**src/rtl/assert_macros.svh**
```systemverilog
// Assertion macros shared by the cache RTL.
`ifndef ASSERT_MACROS_SVH
`define ASSERT_MACROS_SVH
`ifndef SYNTH
`define LFU_ASSERT(lbl, clk, rst_n, prop) \
	lbl: assert property (@(posedge clk) disable iff (!rst_n) prop) \
	else $error("lfu cache assertion failed");
`define LFU_NEVER(lbl, clk, rst_n, cond) \
	lbl: assert property (@(posedge clk) disable iff (!rst_n) !(cond)) \
	else $error("lfu cache forbidden condition seen");
`else
`define LFU_ASSERT(lbl, clk, rst_n, prop)
`define LFU_NEVER(lbl, clk, rst_n, cond)
`endif
`endif

```
**src/rtl/lfu_pkg.sv**
```systemverilog
// Shared types and constants of the LFU cache.
package lfu_pkg;

	localparam int KEY_W   = 32;
	localparam int VAL_W   = 32;
	localparam int STAMP_W = 64;
	localparam int CAP_W   = 5;

	localparam logic [CAP_W-1:0] CAP_RESET  = 5'd16;
	localparam logic [VAL_W-1:0] MISS_VALUE = 32'hFFFF_FFFF;
	localparam logic [VAL_W-1:0] PUT_VALUE  = 32'h0000_0000;

	localparam logic KIND_GET = 1'b0;
	localparam logic KIND_PUT = 1'b1;

	typedef struct packed {
		logic load;
		logic scan_rd;
		logic commit;
		logic post;
	} cmd_t;

	typedef struct packed {
		logic cap_zero;
		logic scan_last;
		logic out_busy;
	} sts_t;

endpackage

```
**src/rtl/lfu_ram.sv**
```systemverilog
// Generic single-write, single-read RAM with registered read data.
module lfu_ram #(
	parameter int WIDTH = 8,
	parameter int DEPTH = 16,
	localparam int ADDR_W = (DEPTH > 1) ? $clog2(DEPTH) : 1
) (
	input  logic                     clk,
	input  logic                     we,
	input  logic [ADDR_W-1:0]        waddr,
	input  logic [WIDTH-1:0]         wdata,
	input  logic                     re,
	input  logic [ADDR_W-1:0]        raddr,
	output logic [WIDTH-1:0]         rdata
);

	logic [WIDTH-1:0] mem_q [DEPTH];
	logic [WIDTH-1:0] rdata_q;

	always_ff @(posedge clk) begin
		if (we) begin
			mem_q[waddr] <= wdata;
		end
		if (re) begin
			rdata_q <= mem_q[raddr];
		end
	end

	assign rdata = rdata_q;

endmodule

```
**src/rtl/lfu_ctrl.sv**
```systemverilog
// Request sequencer of the LFU cache: accept, scan, drain, commit, post.
module lfu_ctrl (
	input  logic          clk,
	input  logic          arst_n,
	input  logic          s_tvalid,
	output logic          s_tready,
	input  lfu_pkg::sts_t sts,
	output lfu_pkg::cmd_t cmd
);

	typedef enum logic [2:0] {
		ST_IDLE,
		ST_SCAN,
		ST_DRAIN,
		ST_COMMIT,
		ST_POST
	} state_t;

	state_t state_q;

	assign s_tready    = (state_q == ST_IDLE);
	assign cmd.load    = (state_q == ST_IDLE) && s_tvalid;
	assign cmd.scan_rd = (state_q == ST_SCAN);
	assign cmd.commit  = (state_q == ST_COMMIT);
	assign cmd.post    = (state_q == ST_POST) && !sts.out_busy;

	always_ff @(posedge clk or negedge arst_n) begin
		if (!arst_n) begin
			state_q <= ST_IDLE;
		end else begin
			case (state_q)
				ST_IDLE: begin
					if (s_tvalid) begin
						state_q <= sts.cap_zero ? ST_POST : ST_SCAN;
					end
				end
				ST_SCAN: begin
					if (sts.scan_last) begin
						state_q <= ST_DRAIN;
					end
				end
				ST_DRAIN: begin
					state_q <= ST_COMMIT;
				end
				ST_COMMIT: begin
					state_q <= ST_POST;
				end
				ST_POST: begin
					if (!sts.out_busy) begin
						state_q <= ST_IDLE;
					end
				end
				default: begin
					state_q <= ST_IDLE;
				end
			endcase
		end
	end

endmodule

```
**src/rtl/lfu_dp.sv**
```systemverilog
// Datapath of the LFU cache: entry store, scan compare, update and result register.
module lfu_dp #(
	parameter int ENTRIES    = 16,
	parameter int COUNT_BITS = 16
) (
	input  logic                            clk,
	input  logic                            arst_n,
	input  logic                            cfg_we,
	input  logic [lfu_pkg::CAP_W-1:0]       cfg_wdata,
	input  logic                            req_kind,
	input  logic [lfu_pkg::KEY_W-1:0]       req_key,
	input  logic [lfu_pkg::VAL_W-1:0]       req_value,
	input  lfu_pkg::cmd_t                   cmd,
	output lfu_pkg::sts_t                   sts,
	output logic                            rsp_valid,
	input  logic                            rsp_ready,
	output logic                            rsp_hit,
	output logic [lfu_pkg::VAL_W-1:0]       rsp_value
);

	localparam int IDX_W  = (ENTRIES > 1) ? $clog2(ENTRIES) : 1;
	localparam int OCC_W  = $clog2(ENTRIES + 1);
	localparam int KEY_LO = 0;
	localparam int VAL_LO = KEY_LO + lfu_pkg::KEY_W;
	localparam int CNT_LO = VAL_LO + lfu_pkg::VAL_W;
	localparam int STP_LO = CNT_LO + COUNT_BITS;
	localparam int WORD_W = STP_LO + lfu_pkg::STAMP_W;

	localparam logic [COUNT_BITS-1:0] CNT_MAX  = {COUNT_BITS{1'b1}};
	localparam logic [COUNT_BITS-1:0] CNT_ONE  = COUNT_BITS'(1);
	localparam logic [IDX_W-1:0]      IDX_LAST = IDX_W'(ENTRIES - 1);
	localparam logic [OCC_W-1:0]      OCC_MAX  = OCC_W'(ENTRIES);

	// Control state.
	logic [lfu_pkg::CAP_W-1:0]   cap_q;
	logic [ENTRIES-1:0]          valid_q;
	logic [ENTRIES-1:0]          valid_d;
	logic [OCC_W-1:0]            occ_q;
	logic [lfu_pkg::STAMP_W-1:0] clock_q;
	logic                        rd_s1;
	logic [IDX_W-1:0]            idx_s1;
	logic [IDX_W-1:0]            scan_q;
	logic                        out_valid_q;

	// Request and scan results.
	logic                        kind_q;
	logic [lfu_pkg::KEY_W-1:0]   key_q;
	logic [lfu_pkg::VAL_W-1:0]   wval_q;
	logic                        found_q;
	logic [IDX_W-1:0]            found_idx_q;
	logic [lfu_pkg::VAL_W-1:0]   found_val_q;
	logic [COUNT_BITS-1:0]       found_cnt_q;
	logic                        vic_ok_q;
	logic [IDX_W-1:0]            vic_idx_q;
	logic [COUNT_BITS-1:0]       vic_cnt_q;
	logic [lfu_pkg::STAMP_W-1:0] vic_stp_q;
	logic                        free_ok_q;
	logic [IDX_W-1:0]            free_idx_q;
	logic                        out_hit_q;
	logic [lfu_pkg::VAL_W-1:0]   out_val_q;

	// Store port and decode.
	logic                        ram_we;
	logic [IDX_W-1:0]            ram_waddr;
	logic [WORD_W-1:0]           ram_wdata;
	logic [WORD_W-1:0]           ram_rdata;
	logic                        e_valid;
	logic [lfu_pkg::KEY_W-1:0]   e_key;
	logic [lfu_pkg::VAL_W-1:0]   e_val;
	logic [COUNT_BITS-1:0]       e_cnt;
	logic [lfu_pkg::STAMP_W-1:0] e_stp;
	logic                        e_better;
	logic [lfu_pkg::STAMP_W-1:0] clock_next;
	logic                        is_put;
	logic                        occ_full;
	logic                        evict;
	logic                        insert;
	logic [IDX_W-1:0]            slot;
	logic [COUNT_BITS-1:0]       hit_cnt;
	logic [lfu_pkg::VAL_W-1:0]   hit_val;
	logic                        res_hit;
	logic [lfu_pkg::VAL_W-1:0]   res_val;

	lfu_ram #(
		.WIDTH(WORD_W),
		.DEPTH(ENTRIES)
	) u_store (
		.clk  (clk),
		.we   (ram_we),
		.waddr(ram_waddr),
		.wdata(ram_wdata),
		.re   (cmd.scan_rd),
		.raddr(scan_q),
		.rdata(ram_rdata)
	);

	assign e_valid  = valid_q[idx_s1];
	assign e_key    = ram_rdata[VAL_LO-1:KEY_LO];
	assign e_val    = ram_rdata[CNT_LO-1:VAL_LO];
	assign e_cnt    = ram_rdata[STP_LO-1:CNT_LO];
	assign e_stp    = ram_rdata[WORD_W-1:STP_LO];
	assign e_better = !vic_ok_q || (e_cnt < vic_cnt_q) ||
		((e_cnt == vic_cnt_q) && (e_stp < vic_stp_q));

	assign clock_next = clock_q + lfu_pkg::STAMP_W'(1);
	assign is_put     = (kind_q == lfu_pkg::KIND_PUT);
	assign occ_full   = ({{lfu_pkg::CAP_W{1'b0}}, occ_q} >= {{OCC_W{1'b0}}, cap_q}) ||
		(occ_q == OCC_MAX);
	assign evict      = occ_full && vic_ok_q;
	assign insert     = is_put && !found_q && (evict || free_ok_q);
	assign slot       = (evict && (!free_ok_q || (vic_idx_q < free_idx_q))) ?
		vic_idx_q : free_idx_q;
	assign hit_cnt    = (found_cnt_q == CNT_MAX) ? found_cnt_q : found_cnt_q + CNT_ONE;
	assign hit_val    = is_put ? wval_q : found_val_q;

	always_comb begin
		ram_we    = 1'b0;
		ram_waddr = found_idx_q;
		ram_wdata = {clock_next, hit_cnt, hit_val, key_q};
		valid_d   = valid_q;
		if (cmd.commit) begin
			if (found_q) begin
				ram_we = 1'b1;
			end else if (insert) begin
				ram_we    = 1'b1;
				ram_waddr = slot;
				ram_wdata = {clock_next, CNT_ONE, wval_q, key_q};
				if (evict) begin
					valid_d[vic_idx_q] = 1'b0;
				end
				valid_d[slot] = 1'b1;
			end
		end
	end

	assign res_hit = found_q;
	assign res_val = is_put ? lfu_pkg::PUT_VALUE :
		(found_q ? found_val_q : lfu_pkg::MISS_VALUE);

	always_ff @(posedge clk or negedge arst_n) begin
		if (!arst_n) begin
			cap_q       <= lfu_pkg::CAP_RESET;
			valid_q     <= '0;
			occ_q       <= '0;
			clock_q     <= '0;
			rd_s1       <= 1'b0;
			scan_q      <= '0;
			out_valid_q <= 1'b0;
		end else begin
			if (cfg_we) begin
				cap_q   <= cfg_wdata;
				valid_q <= '0;
				occ_q   <= '0;
				clock_q <= '0;
			end else if (cmd.commit && (found_q || insert)) begin
				valid_q <= valid_d;
				clock_q <= clock_next;
				if (insert && !evict) begin
					occ_q <= occ_q + OCC_W'(1);
				end
			end
			rd_s1 <= cmd.scan_rd;
			if (cmd.load) begin
				scan_q <= '0;
			end else if (cmd.scan_rd) begin
				scan_q <= scan_q + IDX_W'(1);
			end
			if (cmd.post) begin
				out_valid_q <= 1'b1;
			end else if (rsp_ready) begin
				out_valid_q <= 1'b0;
			end
		end
	end

	always_ff @(posedge clk) begin
		idx_s1 <= scan_q;
		if (cmd.load) begin
			kind_q    <= req_kind;
			key_q     <= req_key;
			wval_q    <= req_value;
			found_q   <= 1'b0;
			vic_ok_q  <= 1'b0;
			free_ok_q <= 1'b0;
		end else if (rd_s1) begin
			if (e_valid && (e_key == key_q)) begin
				found_q     <= 1'b1;
				found_idx_q <= idx_s1;
				found_val_q <= e_val;
				found_cnt_q <= e_cnt;
			end
			if (e_valid && e_better) begin
				vic_ok_q  <= 1'b1;
				vic_idx_q <= idx_s1;
				vic_cnt_q <= e_cnt;
				vic_stp_q <= e_stp;
			end
			if (!e_valid && !free_ok_q) begin
				free_ok_q  <= 1'b1;
				free_idx_q <= idx_s1;
			end
		end
		if (cmd.post) begin
			out_hit_q <= res_hit;
			out_val_q <= res_val;
		end
	end

	assign sts.cap_zero  = (cap_q == '0);
	assign sts.scan_last = (scan_q == IDX_LAST);
	assign sts.out_busy  = out_valid_q && !rsp_ready;

	assign rsp_valid = out_valid_q;
	assign rsp_hit   = out_hit_q;
	assign rsp_value = out_val_q;

endmodule

```
**src/rtl/lfu_cache_lru_tiebreak.sv**
```systemverilog
// Top level of the LFU cache with least-recently-used tie-break.
//
//   Channel   Direction  Payload
//   s_*       in         tuser: kind; tdata: lookup_key, write_value
//   m_*       out        tuser: hit; tdata: read_value
//   cfg_*     in         capacity write, clears the store
//
// From acceptance to the result register a request passes the scan state, one entry a cycle
// through the store's single read port, then drain, commit and post. A new request is accepted
// only after the last one has left post; with capacity zero, acceptance leads straight to post.
// Reset and capacity writes clear the valid bits at once; there is no clearing pass.
// The post cycle stalls while the previous result still waits for m_tready.
`include "assert_macros.svh"

module lfu_cache_lru_tiebreak #(
	parameter int ENTRIES    = 16,
	parameter int COUNT_BITS = 16
) (
	input  logic                      clk,
	input  logic                      arst_n,
	input  logic                      cfg_we,
	input  logic [lfu_pkg::CAP_W-1:0] cfg_wdata,
	input  logic                      s_tvalid,
	output logic                      s_tready,
	input  logic [63:0]               s_tdata,  // lookup_key, write_value
	input  logic                      s_tuser,  // kind
	output logic                      m_tvalid,
	input  logic                      m_tready,
	output logic [31:0]               m_tdata,  // read_value
	output logic                      m_tuser   // hit
);

	lfu_pkg::cmd_t cmd;
	lfu_pkg::sts_t sts;

	lfu_ctrl u_ctrl (
		.clk     (clk),
		.arst_n  (arst_n),
		.s_tvalid(s_tvalid),
		.s_tready(s_tready),
		.sts     (sts),
		.cmd     (cmd)
	);

	lfu_dp #(
		.ENTRIES   (ENTRIES),
		.COUNT_BITS(COUNT_BITS)
	) u_dp (
		.clk      (clk),
		.arst_n   (arst_n),
		.cfg_we   (cfg_we),
		.cfg_wdata(cfg_wdata),
		.req_kind (s_tuser),
		.req_key  (s_tdata[31:0]),
		.req_value(s_tdata[63:32]),
		.cmd      (cmd),
		.sts      (sts),
		.rsp_valid(m_tvalid),
		.rsp_ready(m_tready),
		.rsp_hit  (m_tuser),
		.rsp_value(m_tdata)
	);

	`LFU_NEVER(a_idle_no_work, clk, arst_n, s_tready && (cmd.scan_rd || cmd.commit))
	`LFU_ASSERT(a_one_at_a_time, clk, arst_n, (s_tvalid && s_tready) |=> !s_tready)
	`LFU_ASSERT(a_post_when_free, clk, arst_n, cmd.post |-> !(m_tvalid && !m_tready))
	`LFU_NEVER(a_commit_cap_zero, clk, arst_n, cmd.commit && sts.cap_zero)

endmodule

```
**config.mk**
```make
export PLATFORM = sky130hd
export DESIGN_NAME = lfu_cache_lru_tiebreak
export DESIGN_NICKNAME = d
export VERILOG_FILES = /design/src/rtl/lfu_pkg.sv /design/src/rtl/lfu_ram.sv /design/src/rtl/lfu_ctrl.sv /design/src/rtl/lfu_dp.sv /design/src/rtl/lfu_cache_lru_tiebreak.sv
export VERILOG_INCLUDE_DIRS = /design/src /design/src/rtl
export SDC_FILE = /design/constraint.sdc
export NUM_CORES = 2
export LEC_CHECK = 0
export BUFFER_PORTS_ARGS = -buffer_cell sky130_fd_sc_hd__buf_2
export CORE_MARGIN = 3
export CORE_UTILIZATION = 35
export CTS_BUF_LIST = sky130_fd_sc_hd__clkbuf_4 sky130_fd_sc_hd__clkbuf_8 sky130_fd_sc_hd__clkbuf_16
export DETAILED_ROUTE_END_ITERATION = 16
export SLEW_MARGIN = 20
export SYNTH_ARGS = -nofsm -noshare
export SYNTH_HDL_FRONTEND = slang
export SYNTH_HIERARCHICAL = 1
export SYNTH_SLANG_ARGS = --single-unit
```
**constraint.sdc**
```tcl
create_clock -name clk -period 28.6 [get_ports clk]
set_input_delay 0 -clock clk [delete_from_list [all_inputs] [get_ports clk]]
set_output_delay 0 -clock clk [all_outputs]
set_load 0.01 [all_outputs]
```
==> summary.md <==
| Metric | Value |
|---|---|
| Status | `completed` |
| Clock slew at reported path FFs | `0.06 ns` |
| Post-Layout Inst Area | `125000 um^2` |
| Port Buf Inserts | `109` |
| Die area | `315000 um^2` |
| DIE HEIGHT | `561 um` |
| YS warnings | `6` |
| Pin count of the biggest net entering global routing | `128` |
| Top cell type's share of synthesized area | `74.8%` |
| WL/cell | `26.0 um` |
| Worst setup margin | `22.56 ns` |
| HP Class | `in -> reg` |
| Final-report setup violation count | `0` |
| CP required | `29.09 ns` |
| CTS root buf | `clkbuf_16` |
| Final Max Slew Viols | `0` |
| Critical setup path kind | `reg -> reg` |
| H-tree Lvls | `5` |
| Count leader, synth | `edfxtp_1` |
| Post-detail-place hpwl | `141 mm` |
| First-pass GRT wire length | `384 mm` |
| Mapped Cells | `5280` |
| Post-synth top cells | `edfxtp_1 (2686), mux4_2 (540), a22oi_1 (243), nand2_1 (228), inv_1 (137)` |
| DR pass1 iterations | `5` |
| Synth unique cells | `75` |
| Max Root-Sink Buffers | `4` |
| Crit start category | `register` |
| Die Wd | `561 um` |
| Final TNS setup | `0 ns` |
| Via count | `53600` |
| Layout Skew | `0.0706 ns` |
| Primary FF master, synth | `edfxtp_1` |
| Min Tclk post-route | `6.04 ns` |
| Area growth syn-to-layout | `15.6%` |
| Pre-CTS setup slack | `22.64 ns` |
| Mapped Avg Cell Area | `20.4 um^2` |
| Rel. slew slack | `22.1%` |
| Routed wire length | `262 mm` |
| Static leakage | `41.0 nW` |
| IO Pins | `110` |
| FFs w/ async S/R, synth | `3.55%` |
| Ratio of cells with drive above 1 in the final layout | `23.9%` |
| Seq cells post-synth | `2792` |
| Met3 usage | `2.29%` |
| Max-cap viol count | `0` |
| CTS tree | `yes` |
| Initial core utilization | `35.2%` |
| Total CTS buffers | `295` |
| RSZ-0062 raised after global routing | `false` |
| Syn_nets | `5447` |
| Leading area contributor after synthesis | `edfxtp_1` |
| NumNets Final | `5920` |
| Fmax | `0.166 GHz` |
| Power Dens Cells | `86.7 nW/um^2` |
| Worst-Margin Slew | `1.17 ns` |
| Drc violations | `0` |
| Cell area after placement | `114000 um^2` |
| Initial antenna violation count | `9` |
| Crit path DAT | `6.53 ns` |
| Post-route ant nets | `0` |
| GR Util All Layers | `16.3%` |
| Post-synthesis sequential area ratio | `77.2%` |
| Core box area | `306000 um^2` |
| Final worst path period share | `21.1%` |
| Placer Congestion | `0.790` |
| Skew-Pair Late Insertion Delay | `0.93 ns` |
| Post CTS Setup Buffer Count | `0` |
| Crit-path max FO | `42` |
| Met2 Use GR | `26.8%` |
| Vias per std cell | `5.33` |
| Synth top area cells | `edfxtp_1 (75%), mux4_2 (11%), dfrtp_1 (2.3%)` |
| Fillers | `26900` |
| Detailed Route Iter0 Violations | `5760` |
| Busiest grt layer | `met2` |
| Row Count | `203` |
| Post-synth EDFFs | `2686` |
| # clock sinks | `2792` |
| Grt ovf | `0` |
| Endpoint class of the critical path | `register` |
| VDD IR-drop max | `0.0000725 V` |
| Cell Area, Synth | `108000 um^2` |
| Met1 Use GR | `23.2%` |
| Final Hold Fails | `0` |
| Number of global-route vias before repair | `55200` |
[area by class of cell]
type,count,area [um^2],area share (%)
flip-flops and latches,2792,83300,66.8
repair buffers,423,3450,2.77
clock inverters,128,907,0.727
inverters,138,518,0.415
multi-input cells,2103,23300,18.7
diodes,3,7.51,0.00602
well taps,4100,5130,4.11
clock buffers,371,8090,6.49
[worst max-delay path: stages (launching register included)]
cell and delay (ns):
dfrtp_1 0.48, and2_1 0.19, and2b_2 0.22, nand3b_1 0.22, nor3_2 0.48, buf_4 0.40, nor2_1 0.07, a21oi_1 0.50
nand2b_1 0.39, nor2_4 0.81, buf_4 0.78, buf_4 0.80
[sequential cells by signal, summed over array words and instances, names as in the netlist, 3 cells and up]
signal,flops
u_dp/rsp_value,32
u_dp/found_idx_q,4
u_dp/cap_q,5
u_dp/vic_cnt_q,16
u_dp/valid_q,16
u_dp/clock_q,64
u_ctrl/state_q,3
u_dp/u_store/mem_q,2304
u_dp/scan_q,4
u_dp/key_q,32
u_dp/vic_idx_q,4
u_dp/occ_q,5
u_dp/free_idx_q,4
u_dp/wval_q,32
u_dp/u_store/rdata,144
u_dp/vic_stp_q,64
u_dp/found_cnt_q,16
u_dp/idx_s1,4
u_dp/found_val_q,32
[logic make-up after synthesis]
family / Yosys count / synth area share [%]
compound gates: 550 / 3.42
xor+xnor: 153 / 1.24
flops: 2792 / 77.2
buf+inv: 385 / 1.63
simple gates: 656 / 3.01
fa+ha+maj: 92 / 1.07
mux: 652 / 12.4
[routing by layer]
metal  wire, um  vias to the layer above
met5          0                        -
met4       4850                        0
met3      15700                      358
met2     128000                     1844
met1     113000                    28900
li1           -                    22500
[repair_timing]
item | CTS | global route
hold endpoints to repair | 229 | 0
gates resized for setup | 0 | 0
hold buffers | 155 | 0
[per-stage QoR]
| step | hold slack [ns] | std cells | power [mW] | utilization (%) |
|---|---|---|---|---|
| 5_1_grt | 0.0866 | 10100 | 11.2 | 40.7 |
| 6_report | 0.0767 | 10100 | 10.8 | 40.7 |
| 3_3_place_gp | -0.00422 | 9400 | 7.30 | 37.2 |
| 2_1_floorplan | -0.296 | 5280 | 6.58 | - |
| 3_5_place_dp | -0.000119 | 9401 | 7.31 | 37.2 |
| 4_1_cts | 0.0525 | 10100 | 10.9 | 40.6 |
[placed cells by master, fill, tap and decap left out, types with 14 or more instances in the layout]
| cell | Yosys | routed |
|---|---|---|
| xor2_2 | 0 | 22 |
| edfxtp_1 | 2686 | 2686 |
| nand4_1 | 32 | 32 |
| ha_1 | 92 | 92 |
| nand2_1 | 228 | 228 |
| xor2_1 | 104 | 82 |
| nor2_1 | 135 | 117 |
| a21oi_1 | 90 | 88 |
| inv_1 | 137 | 137 |
| nor2_4 | 0 | 14 |
| nor3_1 | 36 | 30 |
| o211ai_1 | 16 | 16 |
| a221oi_1 | 17 | 17 |
| xnor2_1 | 49 | 37 |
| nand2b_1 | 26 | 26 |
| dlygate4sd3_1 | 0 | 154 |
| clkbuf_4 | 0 | 66 |
| mux2_2 | 77 | 77 |
| dfrtp_1 | 98 | 94 |
| nor2b_1 | 36 | 32 |
| buf_4 | 16 | 146 |
| or3_1 | 22 | 22 |
| o21ai_0 | 113 | 110 |
| clkbuf_16 | 0 | 302 |
| clkinv_1 | 1 | 65 |
| mux4_2 | 540 | 540 |
| o221ai_1 | 25 | 25 |
| and3_1 | 23 | 23 |
| mux2i_1 | 35 | 35 |
| a22oi_1 | 243 | 243 |
| clkinv_2 | 0 | 41 |
| nand3_1 | 47 | 47 |
| buf_2 | 45 | 108 |
[worst paths after layout]
check	from	depth (start not counted)	slack, ns	to
worst max-delay path	u_ctrl/state_q[1]	11	22.56	u_dp/u_store/mem_q[1][13]
worst max register to register	u_ctrl/state_q[1]	11	22.56	u_dp/u_store/mem_q[1][13]
worst min-delay path	m_tready	5	0.08	u_ctrl/state_q[2]
max in group asynchronous	arst_n	4	27.22	u_dp/scan_q[1]
worst min register to register	u_dp/u_store/rdata[50]	0	0.42	u_dp/found_val_q[18]
min in group asynchronous	arst_n	4	0.33	u_dp/clock_q[16]
[where the power goes]
part | switching, mW | leakage [nW] | internal, mW | total [mW]
clock | 1.49 | 4.51 | 2.10 | 3.59
sequential | 0.143 | 26.2 | 4.75 | 4.89
combinational | 1.33 | 10.3 | 0.991 | 2.32
No activity file was read; power rests on OpenSTA's default activity.
